==> config.mk <==
export PLATFORM = sky130hd
export DESIGN_NAME = length_prefixed_frame_parser_top
export DESIGN_NICKNAME = d
export VERILOG_FILES = /design/src/design/lpfp_pkg.sv /design/src/design/lpfp_parser.sv /design/src/design/lpfp_out_buf.sv /design/src/design/length_prefixed_frame_parser_top.sv
export VERILOG_INCLUDE_DIRS = /design/src /design/src/design
export SDC_FILE = /design/constraint.sdc
export NUM_CORES = 1
export LEC_CHECK = 0
export BUFFER_PORTS_ARGS = -buffer_cell sky130_fd_sc_hd__buf_2
export CAP_MARGIN = 10
export CELL_PAD_IN_SITES_DETAIL_PLACEMENT = 0
export CELL_PAD_IN_SITES_GLOBAL_PLACEMENT = 1
export CORE_MARGIN = 5
export CORE_UTILIZATION = 50
export CTS_CLUSTER_DIAMETER = 30
export CTS_CLUSTER_SIZE = 16
export DETAILED_ROUTE_END_ITERATION = 16
export PLACE_DENSITY_LB_ADDON = 0.2
export RECOVER_POWER = 50
export SYNTH_ARGS = -nofsm -noshare
export SYNTH_HDL_FRONTEND = slang
export SYNTH_SLANG_ARGS = --single-unit
==> constraint.sdc <==
create_clock -name clk -period 6.35 [get_ports clk]
set_input_delay 0.3175 -clock clk [delete_from_list [all_inputs] [get_ports clk]]
set_output_delay 0.3175 -clock clk [all_outputs]
set_load 0.1 [all_outputs]
==> src/design/length_prefixed_frame_parser_top_macros.svh <==
// assertion macros shared by the frame parser modules
`ifndef LENGTH_PREFIXED_FRAME_PARSER_TOP_MACROS_SVH
`define LENGTH_PREFIXED_FRAME_PARSER_TOP_MACROS_SVH

`ifndef NO_ASSERTIONS
// checked property, disabled while reset is high
`define LPFP_ASSERT(lbl, clk, rst, prop, msg) \
  lbl: assert property (@(posedge clk) disable iff (rst) prop) else $error(msg);
// checked property, also checked during reset
`define LPFP_ASSERT_ALWAYS(lbl, clk, prop, msg) \
  lbl: assert property (@(posedge clk) prop) else $error(msg);
`else
`define LPFP_ASSERT(lbl, clk, rst, prop, msg)
`define LPFP_ASSERT_ALWAYS(lbl, clk, prop, msg)
`endif

`endif

==> src/design/lpfp_pkg.sv <==
// shared types and constants for the length prefixed frame parser
`timescale 1ns / 1ps

package lpfp_pkg;

  localparam int LEN_CNT_BITS_DEFAULT = 24;
  localparam int MAX_LEN_BITS         = 24;
  localparam logic [MAX_LEN_BITS-1:0] MAX_LEN_RESET = 24'd65536;
  localparam logic [31:0] MIN_TOTAL_LEN = 32'd5;
  localparam logic [31:0] TYPE_BYTES    = 32'd4;

  typedef enum logic [3:0] {
    PH_LENGTH  = 4'b0001,
    PH_TYPE    = 4'b0010,
    PH_CONTENT = 4'b0100,
    PH_ERROR   = 4'b1000
  } phase_t;

  typedef struct packed {
    logic [31:0] packet_type;
    logic [7:0]  payload_byte;
    logic        byte_valid;
    logic        last_of_packet;
    logic        header_error;
  } lpfp_result_t;

endpackage

==> src/design/lpfp_parser.sv <==
// header collection, length check and content tagging, one beat per cycle
`timescale 1ns / 1ps

`include "length_prefixed_frame_parser_top_macros.svh"

module lpfp_parser #(
  parameter int LENGTH_COUNTER_BITS = lpfp_pkg::LEN_CNT_BITS_DEFAULT
) (
  input  logic                                clk,
  input  logic                                rst,
  input  logic                                max_len_we,
  input  logic [lpfp_pkg::MAX_LEN_BITS-1:0]   max_len_wdata,
  input  logic                                in_fire,
  input  logic [7:0]                          in_byte,
  output logic                                res_valid,
  output lpfp_pkg::lpfp_result_t              res
);
  import lpfp_pkg::*;

  phase_t                         phase, phase_next;
  logic [1:0]                     hdr_idx, hdr_idx_next;
  logic [31:0]                    length_shift, length_shift_next;
  logic [31:0]                    type_shift, type_shift_next;
  logic [LENGTH_COUNTER_BITS-1:0] remaining, remaining_next;
  logic [MAX_LEN_BITS-1:0]        max_len;

  logic [31:0] len_new;
  logic [31:0] len_m4;
  logic        len_bad;
  logic        last;

  assign len_new = {in_byte, length_shift[31:8]};
  assign len_m4  = len_new - TYPE_BYTES;
  // negative, too short, above limit, or content count too wide for the counter
  assign len_bad = len_new[31] || (len_new < MIN_TOTAL_LEN) ||
                   (len_new > {{(32-MAX_LEN_BITS){1'b0}}, max_len}) ||
                   (len_m4[31:LENGTH_COUNTER_BITS] != '0);
  assign last = (remaining[LENGTH_COUNTER_BITS-1:1] == '0);

  always_comb begin
    phase_next        = phase;
    hdr_idx_next      = hdr_idx;
    length_shift_next = length_shift;
    type_shift_next   = type_shift;
    remaining_next    = remaining;
    res_valid         = 1'b0;
    res               = '0;
    if (in_fire) begin
      unique case (phase)
        PH_LENGTH: begin
          length_shift_next = len_new;
          hdr_idx_next      = hdr_idx + 2'd1;
          if (hdr_idx == 2'd3) begin
            if (len_bad) begin
              phase_next       = PH_ERROR;
              res_valid        = 1'b1;
              res.header_error = 1'b1;
            end else begin
              remaining_next = len_m4[LENGTH_COUNTER_BITS-1:0];
              phase_next     = PH_TYPE;
            end
          end
        end
        PH_TYPE: begin
          type_shift_next = {in_byte, type_shift[31:8]};
          hdr_idx_next    = hdr_idx + 2'd1;
          if (hdr_idx == 2'd3) begin
            phase_next = PH_CONTENT;
          end
        end
        PH_CONTENT: begin
          res_valid          = 1'b1;
          res.packet_type    = type_shift;
          res.payload_byte   = in_byte;
          // a zero final byte is the terminator
          res.byte_valid     = !(last && (in_byte == 8'd0));
          res.last_of_packet = last;
          if (last) begin
            remaining_next = '0;
            phase_next     = PH_LENGTH;
            hdr_idx_next   = 2'd0;
          end else begin
            remaining_next = remaining - 1'b1;
          end
        end
        PH_ERROR: begin
          phase_next = PH_ERROR;
        end
        default: begin
          phase_next = PH_ERROR;
        end
      endcase
    end
  end

  always_ff @(posedge clk) begin
    if (rst) begin
      phase        <= PH_LENGTH;
      hdr_idx      <= 2'd0;
      length_shift <= '0;
      type_shift   <= '0;
      remaining    <= '0;
      max_len      <= MAX_LEN_RESET;
    end else begin
      phase        <= phase_next;
      hdr_idx      <= hdr_idx_next;
      length_shift <= length_shift_next;
      type_shift   <= type_shift_next;
      remaining    <= remaining_next;
      if (max_len_we) begin
        max_len <= max_len_wdata;
      end
    end
  end

  `LPFP_ASSERT(a_error_silent, clk, rst, (in_fire && phase == PH_ERROR) |-> !res_valid, "result produced in error phase")
  `LPFP_ASSERT(a_error_sticky, clk, rst, (phase == PH_ERROR) |=> (phase == PH_ERROR), "left error phase without reset")
  `LPFP_ASSERT(a_err_on_len, clk, rst, (res_valid && res.header_error) |-> (phase == PH_LENGTH && hdr_idx == 2'd3), "header error outside last length byte")

endmodule

==> src/design/lpfp_out_buf.sv <==
// output register with skid stage for result beats
`timescale 1ns / 1ps

`include "length_prefixed_frame_parser_top_macros.svh"

module lpfp_out_buf (
  input  logic                   clk,
  input  logic                   rst,
  input  logic                   push,
  input  lpfp_pkg::lpfp_result_t push_data,
  output logic                   room,
  output logic                   out_valid,
  output lpfp_pkg::lpfp_result_t out_data,
  input  logic                   out_ready
);
  import lpfp_pkg::*;

  lpfp_result_t out_q;
  lpfp_result_t skid_q;
  logic         out_v;
  logic         skid_v;
  logic         pop;

  assign pop       = out_v && out_ready;
  assign room      = !skid_v;
  assign out_valid = out_v;
  assign out_data  = out_q;

  always_ff @(posedge clk) begin
    if (rst) begin
      out_v  <= 1'b0;
      skid_v <= 1'b0;
    end else begin
      if (!out_v || pop) begin
        if (skid_v) begin
          out_v  <= 1'b1;
          skid_v <= 1'b0;
        end else begin
          out_v <= push;
        end
      end else if (push) begin
        skid_v <= 1'b1;
      end
    end
  end

  always_ff @(posedge clk) begin
    if (!out_v || pop) begin
      out_q <= skid_v ? skid_q : push_data;
    end else if (push) begin
      skid_q <= push_data;
    end
  end

  `LPFP_ASSERT(a_no_push_full, clk, rst, push |-> !skid_v, "push while skid stage holds a beat")
  `LPFP_ASSERT(a_skid_needs_out, clk, rst, skid_v |-> out_v, "skid beat held with empty output register")
  `LPFP_ASSERT(a_skid_drains, clk, rst, (skid_v && pop) |=> (out_v && !skid_v), "skid beat not moved on pop")

endmodule

==> src/design/length_prefixed_frame_parser_top.sv <==
// top level of the length prefixed frame parser
//
//  channel   dir  handshake            payload
//  s_*       in   s_tvalid/s_tready    tdata[7:0] data_byte
//  m_*       out  m_tvalid/m_tready    tdata[39:0], tlast, tuser[1:0]
//  max_len   in   max_len_we           max_len_wdata[23:0] max_total_length
//
// one input beat per cycle while s_tready is high; each result is registered
// header bytes give no result but a header error, each content byte gives one
// reset (rst, synchronous) restores the length phase and a 65536 limit
// a stalled output fills the skid stage, then s_tready drops
// after a header error every beat is taken and dropped until reset
`timescale 1ns / 1ps

module length_prefixed_frame_parser_top #(
  parameter int LENGTH_COUNTER_BITS = lpfp_pkg::LEN_CNT_BITS_DEFAULT
) (
  input  logic                              clk,
  input  logic                              rst,
  input  logic                              max_len_we,
  input  logic [lpfp_pkg::MAX_LEN_BITS-1:0] max_len_wdata,
  input  logic                              s_tvalid,
  output logic                              s_tready,
  input  logic [7:0]                        s_tdata,  // data_byte
  output logic                              m_tvalid,
  input  logic                              m_tready,
  output logic [39:0]                       m_tdata,  // packet_type, payload_byte
  output logic                              m_tlast,  // last_of_packet
  output logic [1:0]                        m_tuser   // byte_valid, header_error
);
  import lpfp_pkg::*;

  logic         in_fire;
  logic         res_valid;
  lpfp_result_t res;
  lpfp_result_t out_res;

  assign in_fire = s_tvalid && s_tready;

  lpfp_parser #(
    .LENGTH_COUNTER_BITS(LENGTH_COUNTER_BITS)
  ) u_parser (
    .clk           (clk),
    .rst           (rst),
    .max_len_we    (max_len_we),
    .max_len_wdata (max_len_wdata),
    .in_fire       (in_fire),
    .in_byte       (s_tdata),
    .res_valid     (res_valid),
    .res           (res)
  );

  lpfp_out_buf u_out_buf (
    .clk       (clk),
    .rst       (rst),
    .push      (res_valid),
    .push_data (res),
    .room      (s_tready),
    .out_valid (m_tvalid),
    .out_data  (out_res),
    .out_ready (m_tready)
  );

  assign m_tdata = {out_res.payload_byte, out_res.packet_type};
  assign m_tlast = out_res.last_of_packet;
  assign m_tuser = {out_res.header_error, out_res.byte_valid};

endmodule
==> flow_summary.html <==
<table>
<tr><th>Metric</th><th>Value</th></tr>
<tr><th colspan="2">STA</th></tr>
<tr><td>Hold slack final</td><td>116 ps</td></tr>
<tr><td>Clock Skew</td><td>10.5 ps</td></tr>
<tr><td>Setup repair after global routing missed its margin</td><td>no</td></tr>
<tr><td>Final Hold Violating Endpoints</td><td>0</td></tr>
<tr><td>Final clock period utilization by the worst path</td><td>62.3%</td></tr>
<tr><td>Clock period minus worst slack</td><td>3960 ps</td></tr>
<tr><td>Transition time at the pin with the least slew margin</td><td>2620 ps</td></tr>
<tr><td>Final slew viol count</td><td>166</td></tr>
<tr><td>Setup violations, final</td><td>0</td></tr>
<tr><td>Accumulated negative setup slack</td><td>0 ps</td></tr>
<tr><td>Achievable frequency</td><td>253 MHz</td></tr>
<tr><td>Worst relative slew slack</td><td>-75.0%</td></tr>
<tr><th colspan="2">Logic synthesis</th></tr>
<tr><td>Sequential share of the synthesized area</td><td>53.2%</td></tr>
<tr><td>Number of nets produced by synthesis</td><td>984</td></tr>
<tr><td>Most used flip-flop cell after synthesis</td><td>sky130_fd_sc_hd__dfxtp_1</td></tr>
<tr><td>Async set-or-reset flop fraction in the synthesized netlist</td><td>0%</td></tr>
<tr><td>Yosys warning total</td><td>0</td></tr>
<tr><td>Post-synthesis share of cell area spent on xor and xnor gates</td><td>2.13%</td></tr>
<tr><td>Area fraction in and, or, nand and nor cells after synthesis</td><td>18.5%</td></tr>
<tr><td>Post-synthesis average cell area</td><td>9.87 um^2</td></tr>
<tr><td>Combinational family with the most area after synthesis</td><td>simple AND/OR/NAND/NOR gates</td></tr>
<tr><td>Area share of the largest cell type after synthesis</td><td>28.5%</td></tr>
<tr><td>Share of the synthesized area in compound gates (AO/OA/AOI/OAI)</td><td>13.7%</td></tr>
<tr><td>Mux contribution to synthesized area</td><td>4.64%</td></tr>
<tr><td>Cell accounting for the most synthesized area</td><td>sky130_fd_sc_hd__edfxtp_1</td></tr>
<tr><td>Number of different library cells in the post-synthesis netlist</td><td>57</td></tr>
<tr><td>Mapped cell area</td><td>9070 um^2</td></tr>
<tr><td>Gate Count Post-Synth</td><td>919</td></tr>
<tr><td>Main area contributors after synthesis</td><td>sky130_fd_sc_hd__edfxtp_1 28%, sky130_fd_sc_hd__dfxtp_1 25%, sky130_fd_sc_hd__nand2_1 5.9%</td></tr>
<tr><td>#FFs+latches synth</td><td>198</td></tr>
<tr><td>Number of enable-type register cells in the synthesized netlist</td><td>86</td></tr>
<tr><td>Most frequent cell after synthesis</td><td>sky130_fd_sc_hd__nand2_1</td></tr>
<tr><td>Most instantiated cells after synthesis</td><td>143 x sky130_fd_sc_hd__nand2_1, 112 x sky130_fd_sc_hd__dfxtp_1, 86 x sky130_fd_sc_hd__edfxtp_1, 77 x sky130_fd_sc_hd__a21oi_1, 71 x sky130_fd_sc_hd__nor2_1</td></tr>
<tr><td>Share of synthesized cell area in full adder, half adder and majority cells</td><td>3.86%</td></tr>
<tr><th colspan="2">Floorplanning</th></tr>
<tr><td>Standard-cell row count</td><td>49</td></tr>
<tr><td>Die ar.</td><td>20900 um^2</td></tr>
<tr><td>Initial core utilization</td><td>50.6%</td></tr>
<tr><td>Num ports</td><td>82</td></tr>
<tr><td>Horizontal die dimension</td><td>145 um</td></tr>
<tr><td>Die height</td><td>145 um</td></tr>
<tr><td>Area of the core</td><td>17900 um^2</td></tr>
<tr><th colspan="2">Detailed routing</th></tr>
<tr><td>DRC Markers</td><td>0</td></tr>
<tr><td>Average vias per placed instance</td><td>5.69</td></tr>
<tr><td>Wire length reported by the detailed router</td><td>21.0 mm</td></tr>
<tr><td>Routed wire length per instance</td><td>17.3 um</td></tr>
<tr><td>Remaining antenna violation count after routing</td><td>0</td></tr>
<tr><td>Violation count after the first detailed-route iteration</td><td>391</td></tr>
<tr><td>TritonRoute pass-1 iters</td><td>5</td></tr>
<tr><td>Count of vias placed by the detailed router</td><td>6893</td></tr>
<tr><th colspan="2">Power and ir drop</th></tr>
<tr><td>Net load switching power</td><td>0.758 mW</td></tr>
<tr><td>Fraction of power consumed by combinational cells</td><td>12.5%</td></tr>
<tr><td>Switch share</td><td>27.5%</td></tr>
<tr><td>Sequential share of power</td><td>50.1%</td></tr>
<tr><td>Maximum resistive drop on vdd</td><td>0.221 mV</td></tr>
<tr><td>Pint</td><td>2.00 mW</td></tr>
<tr><td>Leakage Power</td><td>4.36 nW</td></tr>
<tr><td>Power density cells</td><td>273 nW/um^2</td></tr>
<tr><td>Overall Power</td><td>2.76 mW</td></tr>
<tr><td>Clock network fraction of total power</td><td>37.4%</td></tr>
<tr><th colspan="2">Setup path</th></tr>
<tr><td>Worst setup SP type</td><td>flop</td></tr>
<tr><td>Maximum net fanout on the critical path</td><td>61</td></tr>
<tr><td>Critical path start-end classification</td><td>reg -&gt; reg</td></tr>
<tr><td>Endpoint arrival time on the critical path</td><td>4320 ps</td></tr>
<tr><td>Worst path required time</td><td>6710 ps</td></tr>
<tr><td>Endpoint kind of the worst setup timing path</td><td>flop</td></tr>
<tr><th colspan="2">Global route</th></tr>
<tr><td>Total GRT Usage</td><td>20.6%</td></tr>
<tr><td>Met1 layer usage reported by global route</td><td>26.1%</td></tr>
<tr><td>Fraction of met2 tracks used by global routing</td><td>35.8%</td></tr>
<tr><td>Layer carrying the most global-route usage</td><td>met2</td></tr>
<tr><td>Initial antenna violation count</td><td>0</td></tr>
<tr><td>Largest net degree at the start of global routing</td><td>62</td></tr>
<tr><td>First-pass GRT wire length</td><td>34.0 mm</td></tr>
<tr><td>Overflow after GRT</td><td>0</td></tr>
<tr><td>Met3 capacity usage during global routing</td><td>3.32%</td></tr>
<tr><td>Via count of the first global-routing pass</td><td>6586</td></tr>
<tr><th colspan="2">Run status</th></tr>
<tr><td>Run status</td><td>finished with violations</td></tr>
<tr><td>Violated checks</td><td>max-capacitance violations, max-slew violations</td></tr>
<tr><th colspan="2">Clocking</th></tr>
<tr><td>Clock-pin slew on the worst setup and hold paths</td><td>80 ps</td></tr>
<tr><td>Sinks on Clock Net</td><td>198</td></tr>
<tr><td>Clock Latency Late Sink</td><td>430 ps</td></tr>
<tr><td>Clk Tree Root Cell</td><td>sky130_fd_sc_hd__clkbuf_16</td></tr>
<tr><td>TritonCTS clock tree</td><td>yes</td></tr>
<tr><td>Count of hold-fix buffers inserted at cts</td><td>0</td></tr>
<tr><td>Number of buffers on the longest clock path</td><td>2</td></tr>
<tr><td>Cts bufs inserted</td><td>17</td></tr>
<tr><td>Count of H-tree levels built during CTS</td><td>4</td></tr>
<tr><td>CTS resizes</td><td>0</td></tr>
<tr><td>Post-CTS setup buffers</td><td>0</td></tr>
<tr><th colspan="2">Min path</th></tr>
<tr><td>Path category of the worst min-delay check</td><td>in -&gt; reg</td></tr>
<tr><th colspan="2">Placement</th></tr>
<tr><td>I/O Buffers</td><td>81</td></tr>
<tr><td>Detailed Place HPWL</td><td>14.2 mm</td></tr>
<tr><td>RD Place Congestion</td><td>0.829</td></tr>
<tr><td>DP Cell Count</td><td>1180</td></tr>
<tr><th colspan="2">Final layout</th></tr>
<tr><td>Final standard cell count with taps included and fillers excluded</td><td>1212</td></tr>
<tr><td>Area growth from synthesis to final layout</td><td>11.3%</td></tr>
<tr><td>Share of post-route cells with drive strength above 1</td><td>8.75%</td></tr>
<tr><td>Antenna diode count</td><td>0</td></tr>
<tr><td>Number of nets in the layout</td><td>1036</td></tr>
<tr><th colspan="2">Run</th></tr>
<tr><td>Number of violations of the max-capacitance limit</td><td>3</td></tr>
</table>
==> worst paths after layout <==
path	startpoint	end	slack, ps	cells past startpoint
max	u_parser.phase[2]	u_parser.remaining[18]	2390	7
min reg2reg	u_parser.type_shift[6]	u_parser.type_shift[6]	450	2
max reg2reg	u_parser.phase[2]	u_parser.remaining[18]	2390	7
min	max_len_wdata[16]	u_parser.max_len[16]	120	3
==> power groups by stage <==
stage               registers (mW)  clock network, mW  logic (mW)
finish                        1.38               1.03       0.344
global route                  1.39               1.11       0.386
CTS                           1.38               1.05       0.347
detailed placement            1.41                  0       0.345
global placement              1.41                  0       0.345
floorplan                     1.42                  0       0.247
==> registers in the layout, indices dropped and copies added, names as in the netlist <==
signal	count
u_parser.length_shift	24
u_parser.type_shift	32
u_parser.hdr_idx	2
u_out_buf.skid_v	1
u_parser.phase	4
u_out_buf.skid_q	43
u_out_buf.out_valid	1
u_out_buf.out_data	43
u_parser.remaining	24
u_parser.max_len	24
==> critical path, stage by stage, from the launching register on <==
cell,delay [ps]
sky130_fd_sc_hd__dfxtp_1,460
sky130_fd_sc_hd__nor4b_1,420
sky130_fd_sc_hd__clkbuf_1,1710
sky130_fd_sc_hd__nand2_1,530
sky130_fd_sc_hd__nor4_1,400
sky130_fd_sc_hd__a22o_1,180
sky130_fd_sc_hd__mux2i_1,70
sky130_fd_sc_hd__nor2_1,90
==> per-stage QoR <==
| step | util, % | setup WS (ps) | area (um^2) |
|---|---|---|---|
| 4_1_cts | 56.7 | 2800 | 10100 |
| 6_report | 56.4 | 2390 | 10100 |
| 2_1_floorplan | - | 1720 | 9070 |
| 3_5_place_dp | 53.5 | 2420 | 9580 |
| 5_1_grt | 56.4 | 1930 | 10100 |
| 3_3_place_gp | 53.5 | 2500 | 9580 |
==> per-layer routing <==
metal | share of wire, % | routed length [um]
met1 | 44 | 9160
met2 | 50 | 10600
met3 | 3.4 | 712
met4 | 2.5 | 531
met5 | 0 | 0
==> cell families after synthesis <==
logic type / Yosys count
buffers and inverters: 86
AOI/OAI and AO/OA: 197
muxes: 42
and+or+nand+nor: 346
DFF: 198
xor gates and xnor gates: 22
adders and majority gates: 28
==> area by class of cell <==
type | instances | area [um^2]
Timing Repair Buffer | 89 | 413
Fill cell | 1643 | 7810
Clock inverter | 14 | 139
Clock buffer | 17 | 425
Tap cell | 229 | 287
Inverter | 30 | 113
Multi-Input combinational cell | 635 | 3890
Sequential cell | 198 | 4820
==> layout by cell type (no fill, tap or decap), types with 28 or more instances in the layout <==
cell	Yosys	layout
sky130_fd_sc_hd__a21o_1	44	44
sky130_fd_sc_hd__a21oi_1	77	77
sky130_fd_sc_hd__and3_1	40	40
sky130_fd_sc_hd__buf_2	1	35
sky130_fd_sc_hd__clkbuf_1	51	48
sky130_fd_sc_hd__dfxtp_1	112	112
sky130_fd_sc_hd__edfxtp_1	86	86
sky130_fd_sc_hd__ha_1	28	28
sky130_fd_sc_hd__inv_1	30	30
sky130_fd_sc_hd__mux2i_1	42	42
sky130_fd_sc_hd__nand2_1	143	143
sky130_fd_sc_hd__nor2_1	71	70
Note: power is estimated with default switching activity, not from simulation.
